===== config.mk =====
export PLATFORM = sky130hd
export DESIGN_NAME = crc8_status_frame_checker_top
export DESIGN_NICKNAME = d
export VERILOG_FILES = /design/src/rtl/crc8sfc_pkg.sv /design/src/rtl/crc8sfc_front.sv /design/src/rtl/crc8sfc_queue.sv /design/src/rtl/crc8sfc_back.sv /design/src/rtl/crc8_status_frame_checker_top.sv
export SDC_FILE = /design/constraint.sdc
export NUM_CORES = 1
export LEC_CHECK = 0
export ABC_AREA = 1
export BUFFER_PORTS_ARGS = -buffer_cell sky130_fd_sc_hd__buf_2
export CAP_MARGIN = 20
export CORE_ASPECT_RATIO = 2
export CORE_MARGIN = 10
export CORE_UTILIZATION = 51
export DETAILED_ROUTE_END_ITERATION = 16
export PLACE_DENSITY_LB_ADDON = 0.15
export SETUP_SLACK_MARGIN = 0.02
export SYNTH_ARGS = -nofsm -noshare
export SYNTH_HDL_FRONTEND = slang
export SYNTH_SLANG_ARGS = --single-unit
export TNS_END_PERCENT = 50

===== constraint.sdc =====
create_clock -name clk -period 6.25 [get_ports clk]
set_input_delay 0.625 -clock clk [delete_from_list [all_inputs] [get_ports clk]]
set_output_delay 0.625 -clock clk [all_outputs]
set_load 0.01 [all_outputs]

===== src/rtl/crc8sfc_pkg.sv =====
// ----------------------------------------------------------------------------
// crc8sfc_pkg
// Shared types, constants and the crc-8 byte update for the status frame
// checker.
// ----------------------------------------------------------------------------
package crc8sfc_pkg;

  // frame geometry
  localparam int FRAME_BYTES = 8;
  localparam int HELD_BYTES  = FRAME_BYTES - 1;
  localparam int CNT_W       = $clog2(FRAME_BYTES);
  localparam logic [CNT_W-1:0] LAST_IDX = CNT_W'(FRAME_BYTES - 1);

  // crc-8 polynomial x^8 + x^2 + x + 1, msb first, init zero
  localparam logic [7:0] CRC_POLY = 8'h07;
  localparam logic [7:0] CRC_INIT = 8'h00;

  // output bus widths
  localparam int OUT_DATA_W = 80;
  localparam int OUT_USER_W = 1;

  // completed frame as it travels from front to back
  typedef struct packed {
    logic [HELD_BYTES-1:0][7:0] bytes;
    logic                       ok;
  } frame_rec_t;

  // push side of the frame queue
  typedef struct packed {
    logic       push;
    frame_rec_t rec;
  } q_push_t;

  // one byte through the crc register, bit by bit
  function automatic logic [7:0] crc8_byte(input logic [7:0] crc, input logic [7:0] b);
    logic [7:0] v;
    v = crc ^ b;
    for (int k = 0; k < 8; k++) begin
      if (v[7]) begin
        v = {v[6:0], 1'b0} ^ CRC_POLY;
      end else begin
        v = {v[6:0], 1'b0};
      end
    end
    return v;
  endfunction

endpackage


===== src/rtl/crc8sfc_front.sv =====
// ----------------------------------------------------------------------------
// crc8sfc_front
// Byte intake: tracks the frame position, runs the crc and holds the first
// seven bytes; pushes one frame record on each closing byte.
// ----------------------------------------------------------------------------
module crc8sfc_front (
  input  logic                clk,
  input  logic                rst,
  input  logic                take,
  input  logic [7:0]          rx_byte,
  input  logic                frame_start,
  output crc8sfc_pkg::q_push_t q_in
);
  import crc8sfc_pkg::*;

  logic [CNT_W-1:0]           byte_count;
  logic [CNT_W-1:0]           byte_count_next;
  logic [7:0]                 running_crc;
  logic [7:0]                 running_crc_next;
  logic [HELD_BYTES-1:0][7:0] held_bytes;
  logic [CNT_W-1:0]           pos;
  logic [7:0]                 crc_base;
  logic                       is_last;

  // a start flag forces byte zero with a fresh crc
  always_comb begin
    pos      = frame_start ? '0 : byte_count;
    crc_base = frame_start ? CRC_INIT : running_crc;
    is_last  = (pos == LAST_IDX);
  end

  // next count and crc
  always_comb begin
    byte_count_next  = byte_count;
    running_crc_next = running_crc;
    if (take) begin
      if (is_last) begin
        byte_count_next  = '0;
        running_crc_next = CRC_INIT;
      end else begin
        byte_count_next  = pos + CNT_W'(1);
        running_crc_next = crc8_byte(crc_base, rx_byte);
      end
    end
  end

  always_ff @(posedge clk) begin
    if (rst) begin
      byte_count  <= '0;
      running_crc <= CRC_INIT;
    end else begin
      byte_count  <= byte_count_next;
      running_crc <= running_crc_next;
    end
  end

  // held payload bytes, no reset
  always_ff @(posedge clk) begin
    if (take && !is_last) begin
      held_bytes[pos] <= rx_byte;
    end
  end

  // frame record toward the queue
  always_comb begin
    q_in.push      = take && is_last;
    q_in.rec.bytes = held_bytes;
    q_in.rec.ok    = (rx_byte == crc_base);
  end

endmodule


===== src/rtl/crc8sfc_queue.sv =====
// ----------------------------------------------------------------------------
// crc8sfc_queue
// Two-entry frame queue between intake and result formatting.
// ----------------------------------------------------------------------------
module crc8sfc_queue (
  input  logic                   clk,
  input  logic                   rst,
  input  crc8sfc_pkg::q_push_t   q_in,
  output logic                   full,
  output logic                   not_empty,
  input  logic                   pop,
  output crc8sfc_pkg::frame_rec_t rd_rec
);
  import crc8sfc_pkg::*;

  frame_rec_t mem [2];
  logic       wr_ptr;
  logic       rd_ptr;
  logic [1:0] fill;
  logic       do_pop;

  assign full      = (fill == 2'd2);
  assign not_empty = (fill != 2'd0);
  assign do_pop    = pop && not_empty;
  assign rd_rec    = mem[rd_ptr];

  // storage write
  always_ff @(posedge clk) begin
    if (q_in.push) begin
      mem[wr_ptr] <= q_in.rec;
    end
  end

  // pointers and fill level
  always_ff @(posedge clk) begin
    if (rst) begin
      wr_ptr <= 1'b0;
      rd_ptr <= 1'b0;
      fill   <= 2'd0;
    end else begin
      if (q_in.push) begin
        wr_ptr <= ~wr_ptr;
      end
      if (do_pop) begin
        rd_ptr <= ~rd_ptr;
      end
      case ({q_in.push, do_pop})
        2'b10:   fill <= fill + 2'd1;
        2'b01:   fill <= fill - 2'd1;
        default: fill <= fill;
      endcase
    end
  end

endmodule


===== src/rtl/crc8sfc_back.sv =====
// ----------------------------------------------------------------------------
// crc8sfc_back
// Result side: unpacks a queued frame into the output fields and holds it
// in the output register until the transaction completes.
// ----------------------------------------------------------------------------
module crc8sfc_back (
  input  logic                                 clk,
  input  logic                                 rst,
  input  logic                                 q_not_empty,
  input  crc8sfc_pkg::frame_rec_t              q_rec,
  output logic                                 q_pop,
  output logic                                 m_tvalid,
  input  logic                                 m_tready,
  output logic [crc8sfc_pkg::OUT_DATA_W-1:0]   m_tdata,
  output logic [crc8sfc_pkg::OUT_USER_W-1:0]   m_tuser
);
  import crc8sfc_pkg::*;

  logic [HELD_BYTES-1:0][7:0] b;
  logic [OUT_DATA_W-1:0]      data_next;

  // output register free or draining this cycle
  assign q_pop = q_not_empty && (!m_tvalid || m_tready);

  // field packing, all zero on a crc mismatch
  always_comb begin
    b = q_rec.ok ? q_rec.bytes : '0;
    data_next = {6'b0, b[3][6], b[3][7], b[3], b[4],
                 b[6], b[5], b[4], b[3], b[2], b[1], b[0]};
  end

  always_ff @(posedge clk) begin
    if (rst) begin
      m_tvalid <= 1'b0;
    end else if (q_pop) begin
      m_tvalid <= 1'b1;
    end else if (m_tready) begin
      m_tvalid <= 1'b0;
    end
  end

  // payload, no reset
  always_ff @(posedge clk) begin
    if (q_pop) begin
      m_tdata <= data_next;
      m_tuser <= OUT_USER_W'(q_rec.ok);
    end
  end

endmodule


===== src/rtl/crc8_status_frame_checker_top.sv =====
// ----------------------------------------------------------------------------
// crc8_status_frame_checker_top
// Checks 8-byte status frames against a trailing crc-8 and emits the
// unpacked fields once per frame.
// ----------------------------------------------------------------------------
// Usage:
//   slave side takes one received byte per transaction; s_tuser[0] marks the
//   first byte of a frame and restarts the byte count and the crc. Without a
//   start mark, the byte after a closing byte is taken as byte 0.
//   master side gives one transaction per eighth byte: the seven payload
//   bytes, the big-endian word of bytes 3 and 4, the valve and override bits
//   and the crc flag in m_tuser[0]; every field is zero when the crc fails.
//   A result goes into the queue when its closing byte is accepted, and
//   from there into the output register once that register is free or draining.
//   Throughput: one byte per cycle while s_tready is high; crc runs bitwise.
//   A stalled receiver fills the two-entry queue; s_tready drops only when
//   the queue is full, which takes two further frames behind the held result.
//   Reset clears the byte count, crc, queue and output valid; held frame
//   bytes are not cleared and need no clearing pass.
// ----------------------------------------------------------------------------
module crc8_status_frame_checker_top (
  input  logic        clk,
  input  logic        rst,
  input  logic        s_tvalid,
  output logic        s_tready,
  input  logic [7:0]  s_tdata,   // [7:0] rx_byte
  input  logic [0:0]  s_tuser,   // [0] frame_start
  output logic        m_tvalid,
  input  logic        m_tready,
  // [7:0] chan_code, [15:8] state_byte, [23:16] third_byte, [31:24] relay_bits,
  // [39:32] fourth_byte, [47:40] fifth_byte, [55:48] sixth_byte,
  // [71:56] target_word, [72] valve_flag, [73] hand_mode, [79:74] zero
  output logic [79:0] m_tdata,
  output logic [0:0]  m_tuser    // [0] crc_ok
);
  import crc8sfc_pkg::*;

  q_push_t    q_in;
  frame_rec_t q_rec;
  logic       q_full;
  logic       q_not_empty;
  logic       q_pop;
  logic       take;

  assign s_tready = !q_full;
  assign take     = s_tvalid && s_tready;

  crc8sfc_front u_front (
    .clk         (clk),
    .rst         (rst),
    .take        (take),
    .rx_byte     (s_tdata),
    .frame_start (s_tuser[0]),
    .q_in        (q_in)
  );

  crc8sfc_queue u_queue (
    .clk       (clk),
    .rst       (rst),
    .q_in      (q_in),
    .full      (q_full),
    .not_empty (q_not_empty),
    .pop       (q_pop),
    .rd_rec    (q_rec)
  );

  crc8sfc_back u_back (
    .clk         (clk),
    .rst         (rst),
    .q_not_empty (q_not_empty),
    .q_rec       (q_rec),
    .q_pop       (q_pop),
    .m_tvalid    (m_tvalid),
    .m_tready    (m_tready),
    .m_tdata     (m_tdata),
    .m_tuser     (m_tuser)
  );

endmodule


### Word-level counts from Yosys, hierarchy flattened

Memory sizes are Yosys's and may differ from the RTL's. A register that Yosys moved wholly into a read port is not among the register bits.
Cells that the tools add are included.

| word-level totals | value |
|---|---|
| output and inout bits | 83 |
| register bits after elaboration | 147 |
| bits in writable memories | 114 |
| word-level logic and storage cells | 88 |
| memories | 1 |

| operators by class | value |
|---|---|
| multiplexer cells | 37 |
| add/subtract/negate cells | 3 |
| reductions and logical operators | 13 |
| bitwise logic cells | 11 |
| eq/ne operators | 5 |
| $lt $le $gt $ge | 2 |

Memory list:

| memory | words | bits a word | rd ports | clocked after Yosys merged registers in | wr ports | RTL line | text |
|---|---|---|---|---|---|---|---|
| u_queue.mem | 2 | 57 | 1 | 1 | 1 | crc8sfc_queue.sv:16 | `frame_rec_t mem [2];` |

Operators with widths:

| operator | number |
|---|---|
| 8-bit 2-to-1 mux | 17 |
| 56-bit bitwise mux | 1 |
| 40-bit 2-to-1 mux | 1 |
| 3-bit 2-to-1 mux | 10 |
| 8-bit demux with 3-bit select | 1 |
| 3-bit inverter | 8 |
| 8-bit equality test | 1 |
| 8-bit XOR | 1 |
| 1-bit logical AND | 6 |
| 1-bit 2-to-1 mux | 6 |
| 2-bit nonzero test | 3 |
| 2-bit equality test, second input constant | 2 |
| 3-bit by 4-bit less-than comparator with 1-bit output, second input constant | 1 |
| 2-bit case mux with 2 select lines | 1 |
| 3-bit by 1-bit adder with 3-bit output, second input constant | 1 |
| 3-bit equality test, second input constant | 1 |
| 3-bit by 1-bit >= comparator with 1-bit output, second input constant | 1 |
| 1-bit zero test | 3 |
| 2-bit by 1-bit adder with 2-bit output, second input constant | 1 |
| 2-bit by 1-bit equality test with 1-bit output, second input constant | 1 |
| 1-bit inverter | 2 |
| 2-bit by 1-bit subtractor with 2-bit output, second input constant | 1 |
| 1-bit logical OR | 1 |

### Longest topological paths before layout

| depth | value |
|---|---|
| depth in word-level cells | 33 |
| gate-level depth with buffers | 12 |

### Hierarchy

A second synthesis with hierarchy kept.

| second synthesis, totals | value |
|---|---|
| cells, all modules | 633 |
| area total of the unflattened synthesis | 9571.7 µm² |

Modules (own cells, without submodules):

| module | times used | cells an instance | area each (µm²) |
|---|---|---|---|
| crc8sfc_queue | 1 | 214 | 4469.3 |
| crc8sfc_front | 1 | 210 | 2673.8 |
| crc8sfc_back | 1 | 206 | 2414.8 |
| crc8_status_frame_checker_top | 1 | 3 | 13.8 |

### Worst setup path before layout

No wires, ideal clock.

| path | value |
|---|---|
| path kind | input to register |
| start | in m_tready |
| end | reg u_queue.fill[1] |
| data required time | 6131 ps |
| arrival time | 4550 ps |
| slack | 1580 ps |
| path buffers | 0 |
| stages on the path | 7 |
| cells stage by stage | nor2_1 > a21oi_1 > ha_1 > inv_1 > nand2_1 > nor3_1 > nor3_1 |

| between the ends | value |
|---|---|
| longest elaborated chain between the ends | 5 |
| elaborated cells between the ends (all ways) | 7 |

Ends and longest elaborated chain:

| element | RTL line | text |
|---|---|---|
| start: declaration | crc8_status_frame_checker_top.sv:29 | `input logic m_tready,` |
| 1-bit logical OR * | crc8sfc_back.sv:23 | `assign q_pop = q_not_empty && (!m_tvalid \|\| m_tready);` |
| 1-bit logical AND * | crc8sfc_back.sv:23 |  |
| named net q_pop | crc8_status_frame_checker_top.sv:42 | `logic q_pop;` |
| 1-bit logical AND * | crc8sfc_queue.sv:24 | `assign do_pop = pop && not_empty;` |
| 2-bit by 1-bit equality test with 1-bit output / 2-bit equality test (equally long branches) | crc8sfc_queue.sv:47 | `case ({q_in.push, do_pop})` |
| 2-bit case mux with 2 select lines / 2-bit nonzero test (equally long branches) | n/a |  |
| end signal: assignment | crc8sfc_queue.sv:48 | `2'b10: fill <= fill + 2'd1;` |
| end signal: assignment | crc8sfc_queue.sv:49 | `2'b01: fill <= fill - 2'd1;` |
| end signal: assignment | crc8sfc_queue.sv:50 | `default: fill <= fill;` |
| end: declaration | crc8sfc_queue.sv:19 | `logic [1:0] fill;` |

Mark *: on every way through the listed nets, which the timed path passes. The rest lies on a longest branch.
A chain may end at the register's enable or synchronous reset.

### Worst setup path in the final report

| path | value |
|---|---|
| start | reg u_queue.fill[0] |
| end | reg u_front.held_bytes (netlist bit u_front.q_in[41]), enable pin |

| between the ends | value |
|---|---|
| longest elaborated chain between the ends | 4 |

Ends and longest elaborated chain:

| element | RTL line | text |
|---|---|---|
| 2-bit equality test | crc8sfc_queue.sv:22 | `assign full = (fill == 2'd2);` |
| 1-bit zero test | crc8_status_frame_checker_top.sv:45 | `assign s_tready = !q_full;` |
| 1-bit logical AND | crc8_status_frame_checker_top.sv:46 | `assign take = s_tvalid && s_tready;` |
| 1-bit logical AND | crc8sfc_front.sv:59 | `if (take && !is_last) begin` |
| end signal: indexed assignment | crc8sfc_front.sv:60 | `held_bytes[pos] <= rx_byte;` |
| end: declaration | crc8sfc_front.sv:20 | `logic [HELD_BYTES-1:0][7:0] held_bytes;` |

No other way between the ends.

==> results_tabular.tex <==
\begin{tabular}{lr}
\hline
Metric & Value \\
\hline
\multicolumn{2}{l}{\textbf{Critical path}} \\
Worst path required time & 6.36 ns \\
Start of the worst register-to-register path & u\_queue.fill[0] \\
Kind of end point of the critical path & register \\
Arrival time at the worst endpoint & 2.88 ns \\
Element type at the critical path start & register \\
Largest fanout on the critical path & 15 \\
Count of cells along the worst register-to-register path & 6 \\
Worst reg2reg endpoint & u\_front.q\_in[41] \\
Reg2reg setup slack & 3.48 ns \\
Start-to-end type of the worst setup path & register to register \\
\multicolumn{2}{l}{\textbf{Clock tree}} \\
CTS root buf & sky130\_fd\_sc\_hd\_\_clkbuf\_16 \\
H-tree depth reported by CTS & 1 \\
Clk slew on worst S/H paths & about 0.060 ns \\
Hold-fix buffers at CTS & 0 \\
Clock sinks & 244 \\
TritonCTS clock tree & built \\
Post-CTS Setup Bufs & 0 \\
Post-CTS resize count & 0 \\
Worst-Skew Late Latency & 0.49 ns \\
Max Buffers Root-to-Sink & 3 \\
Num CTS Buffers & 21 \\
\multicolumn{2}{l}{\textbf{Worst hold path}} \\
Launch instance of the worst min-delay path & u\_front.q\_in[30] \\
Count of cells along the worst hold path & 0 \\
Class of the tightest hold or removal check & register to register \\
Endpoint with the worst hold slack & u\_queue.mem[0][30] \\
\multicolumn{2}{l}{\textbf{Power and ir drop}} \\
P\_int & roughly 2.8 mW \\
Leak Pwr & 4.07 nW \\
Net switching share of the total power & 24.4\% \\
Max VDD drop & 189 µV \\
Power per cell area & 346 nW/µm² \\
Combinational cell fraction of total power & 14.6\% \\
Reg power frac & 53.0\% \\
Switching power & 894 µW \\
Clock power frac & 32.4\% \\
\multicolumn{2}{l}{\textbf{Final layout}} \\
Final design area excluding fillers & 10600 µm² \\
Layout cell share with drive strength beyond 1 & 28.6\% \\
Growth of design area from synthesis to finish & 12.6\% \\
Final layout net count & 723 \\
\# diodes & 0 \\
\multicolumn{2}{l}{\textbf{Yosys}} \\
Post-synth cell types & 30 \\
Synth Area per Inst & 15.2 µm² \\
Syn Std Cell Area & 9410 µm² \\
Count of synthesis-stage warnings from yosys & 0 \\
Synth Instances & roughly 620 \\
Synthesis-stage register bit count & 244 \\
Async SR Flop Fraction & 0\% \\
Commonest register cell after synthesis & sky130\_fd\_sc\_hd\_\_edfxtp\_1 \\
Proportion of synthesized chip area in sequential cells & 76.1\% \\
Number of enable-type register cells in the synthesized netlist & 227 \\
\multicolumn{2}{l}{\textbf{Floorplanning}} \\
Die width & about 120 µm \\
Height of the chip & 212 µm \\
I/O pins & 96 \\
Starting Density & just over 50\% \\
Die area & between 20000 and 25000 µm² \\
\# rows & 70 \\
Placeable core area & about 18000 µm² \\
\multicolumn{2}{l}{\textbf{Route}} \\
DRT antenna net count & 0 \\
1st-pass router iterations & 4 \\
Mean number of vias per cell & 5.04 \\
Routed length per instance & between 15 and 20 µm \\
Initial detailed-routing violation count & 163 \\
Overall routed net length & 16700 µm \\
Routed via count & about 4.7k \\
DRC violations left & 0 \\
\multicolumn{2}{l}{\textbf{Timing}} \\
Final critical-path share of the clock period & between 40\% and 50\% \\
Setup repair after global routing missed its margin & no \\
Max transition margin & 31.6\% \\
Total Negative Setup Slacks & 0 ns \\
Number of slew-limit violations in the final report & 0 \\
Max Fclk & approximately 360 MHz \\
Actual slew at the worst max-slew pin & 1.02 ns \\
Final-report hold violation count & 0 \\
Final-report setup violation count & 0 \\
Setup Skew & 0.00531 ns \\
Period minus WS final & 2.77 ns \\
\multicolumn{2}{l}{\textbf{Global route}} \\
Initial antenna violation count & 0 \\
Largest net degree at the start of global routing & 58 \\
Via count of the first global-routing pass & 4927 \\
Wire length of the first global-routing pass & around 26000 µm \\
Aggregate global-route resource usage & 13.7\% \\
Total congestion overflow after global routing & 0 \\
\multicolumn{2}{l}{\textbf{Placement}} \\
Placement-stage cell area & 9950 µm² \\
IO Port Bufs & 89 \\
Final weighted congestion in routability-driven placement & 0.777 \\
HPWL after DPL & around 11000 µm \\
\multicolumn{2}{l}{\textbf{Run status}} \\
Run status & complete, no violations \\
\multicolumn{2}{l}{\textbf{Run}} \\
Max-cap violations & 0 \\
\hline
\end{tabular}
[Yosys cell counts, drive strengths merged, types with 2 or more instances]
cell type  number  area share [%]
a211oi          3            0.24
xor2            5             1.1
edfxtp        227              72
dfxtp          17             3.6
nor2           17            0.71
nor3b           3            0.24
a21oi          11            0.63
clkbuf          4            0.16
nor3            9            0.48
buf            36             2.7
mux2           57             6.8
inv            78             3.1
nand3          21             1.1
xnor2           2            0.19
ha              5            0.67
nand2         120             5.6
[state kept, by name, summed over array words and instances (netlist names), named ones only]
name                 count
u_queue.wr_ptr           1
u_front.q_in            56
u_queue.rd_ptr           1
u_front.byte_count       3
u_back.m_tuser           1
u_front.running_crc      8
u_queue.fill             2
u_back.m_tdata          56
u_queue.mem            114
u_back.m_tvalid          1
[through the flow]
step	total power, mW	hold WS (ns)	cells	utilization [%]	setup slack [ns]
floorplan	2.37	0.421	623	-	1.58
global placement	2.50	0.425	894	54.6	3.14
detailed placement	2.52	0.430	894	54.6	2.98
CTS	3.70	0.444	928	57.9	3.26
global route	3.84	0.454	932	58.2	3.18
finish	3.66	0.442	932	58.2	3.48
[cell type report]
| type | count | area [µm²] |
|---|---|---|
| Inverter | 78 | 293 |
| Clock buffer | 27 | 548 |
| Fill cell | 1446 | 7620 |
| Tap cell | 216 | 270 |
| Timing Repair Buffer | 99 | 531 |
| Multi-Input combinational cell | 261 | 1740 |
| Clock inverter | 7 | 60.1 |
| Sequential cell | 244 | 7160 |
[routing by layer]
| layer | part of all wire, % | track usage [%] | wire length (µm) |
|---|---|---|---|
| met2 | 56 | 25.9 | 9320 |
| met5 | 0 | 0 | 0 |
| met4 | 2.8 | 5.51 | 474 |
| met3 | 4.8 | 2.46 | 810 |
| met1 | 37 | 14.2 | 6140 |
[power by group through the flow]
stage | Combinational (mW) | Sequential, mW | Clock [mW]
floorplan | 0.349 | 2.02 | 0
global placement | 0.527 | 1.97 | 0
detailed placement | 0.540 | 1.98 | 0
CTS | 0.543 | 1.94 | 1.22
global route | 0.599 | 1.95 | 1.29
finish | 0.536 | 1.94 | 1.19
[cells by family after synthesis]
| family | after synthesis | synth area share (%) |
|---|---|---|
| flip-flops | 244 | 76.1 |
| AND/OR/NAND/NOR | 171 | 8.17 |
| other | 1 | 0.0399 |
| buffers and inverters | 118 | 5.95 |
| multiplexers | 57 | 6.82 |
| XOR/XNOR | 7 | 1.33 |
| AO/OA/AOI/OAI | 15 | 0.944 |
| adder cells (fa/ha/maj) | 5 | 0.665 |
[layout by cell type (no fill, tap or decap), types with 2 or more instances in the layout]
| master | netlist | final |
|---|---|---|
| sky130_fd_sc_hd__edfxtp_1 | 227 | 227 |
| sky130_fd_sc_hd__nand2_1 | 108 | 108 |
| sky130_fd_sc_hd__buf_2 | 8 | 90 |
| sky130_fd_sc_hd__inv_1 | 76 | 76 |
| sky130_fd_sc_hd__mux2_2 | 57 | 57 |
| sky130_fd_sc_hd__nand3_1 | 21 | 21 |
| sky130_fd_sc_hd__clkbuf_16 | 0 | 21 |
| sky130_fd_sc_hd__dfxtp_1 | 17 | 16 |
| sky130_fd_sc_hd__nor2_1 | 16 | 14 |
| sky130_fd_sc_hd__nor3_1 | 9 | 9 |
| sky130_fd_sc_hd__a21oi_1 | 10 | 9 |
| sky130_fd_sc_hd__nand2_2 | 7 | 7 |
| sky130_fd_sc_hd__conb_1 | 1 | 6 |
| sky130_fd_sc_hd__clkbuf_1 | 4 | 6 |
| sky130_fd_sc_hd__buf_4 | 24 | 6 |
| sky130_fd_sc_hd__ha_1 | 5 | 5 |
| sky130_fd_sc_hd__nand2_4 | 3 | 3 |
| sky130_fd_sc_hd__xor2_4 | 3 | 3 |
| sky130_fd_sc_hd__nor3b_1 | 3 | 3 |
| sky130_fd_sc_hd__a211oi_1 | 3 | 3 |
| sky130_fd_sc_hd__clkinv_1 | 0 | 3 |
| sky130_fd_sc_hd__inv_2 | 2 | 2 |
| sky130_fd_sc_hd__nand2_8 | 2 | 2 |
| sky130_fd_sc_hd__nor2_4 | 0 | 2 |
| sky130_fd_sc_hd__xnor2_1 | 2 | 2 |
| sky130_fd_sc_hd__clkinv_2 | 0 | 2 |
| sky130_fd_sc_hd__clkbuf_4 | 0 | 2 |
[critical path, stage by stage (launching register included)]
cell,delay (ns)
sky130_fd_sc_hd__dfxtp_1,0.36
sky130_fd_sc_hd__inv_1,0.10
sky130_fd_sc_hd__nand2_1,0.11
sky130_fd_sc_hd__nand2_1,0.33
sky130_fd_sc_hd__nor2_2,0.44
sky130_fd_sc_hd__inv_1,0.21
sky130_fd_sc_hd__nor3_1,0.82
[how the worst max path moves through the flow]
stage                               start               end  slack (ns)  cells past startpoint
after floorplan                  m_tready   u_queue.fill[1]        1.58                      7
after global placement            s_tuser  u_front.q_in[26]        3.14                      7
final                     u_queue.fill[0]  u_front.q_in[41]        3.48                      6
after global routing      u_queue.fill[0]  u_front.q_in[41]        3.18                      6
after CTS                 u_queue.fill[0]  u_front.q_in[31]        3.26                      6
after detailed placement          s_tuser  u_front.q_in[29]        2.98                      7
(Power assumes the default switching activity.)
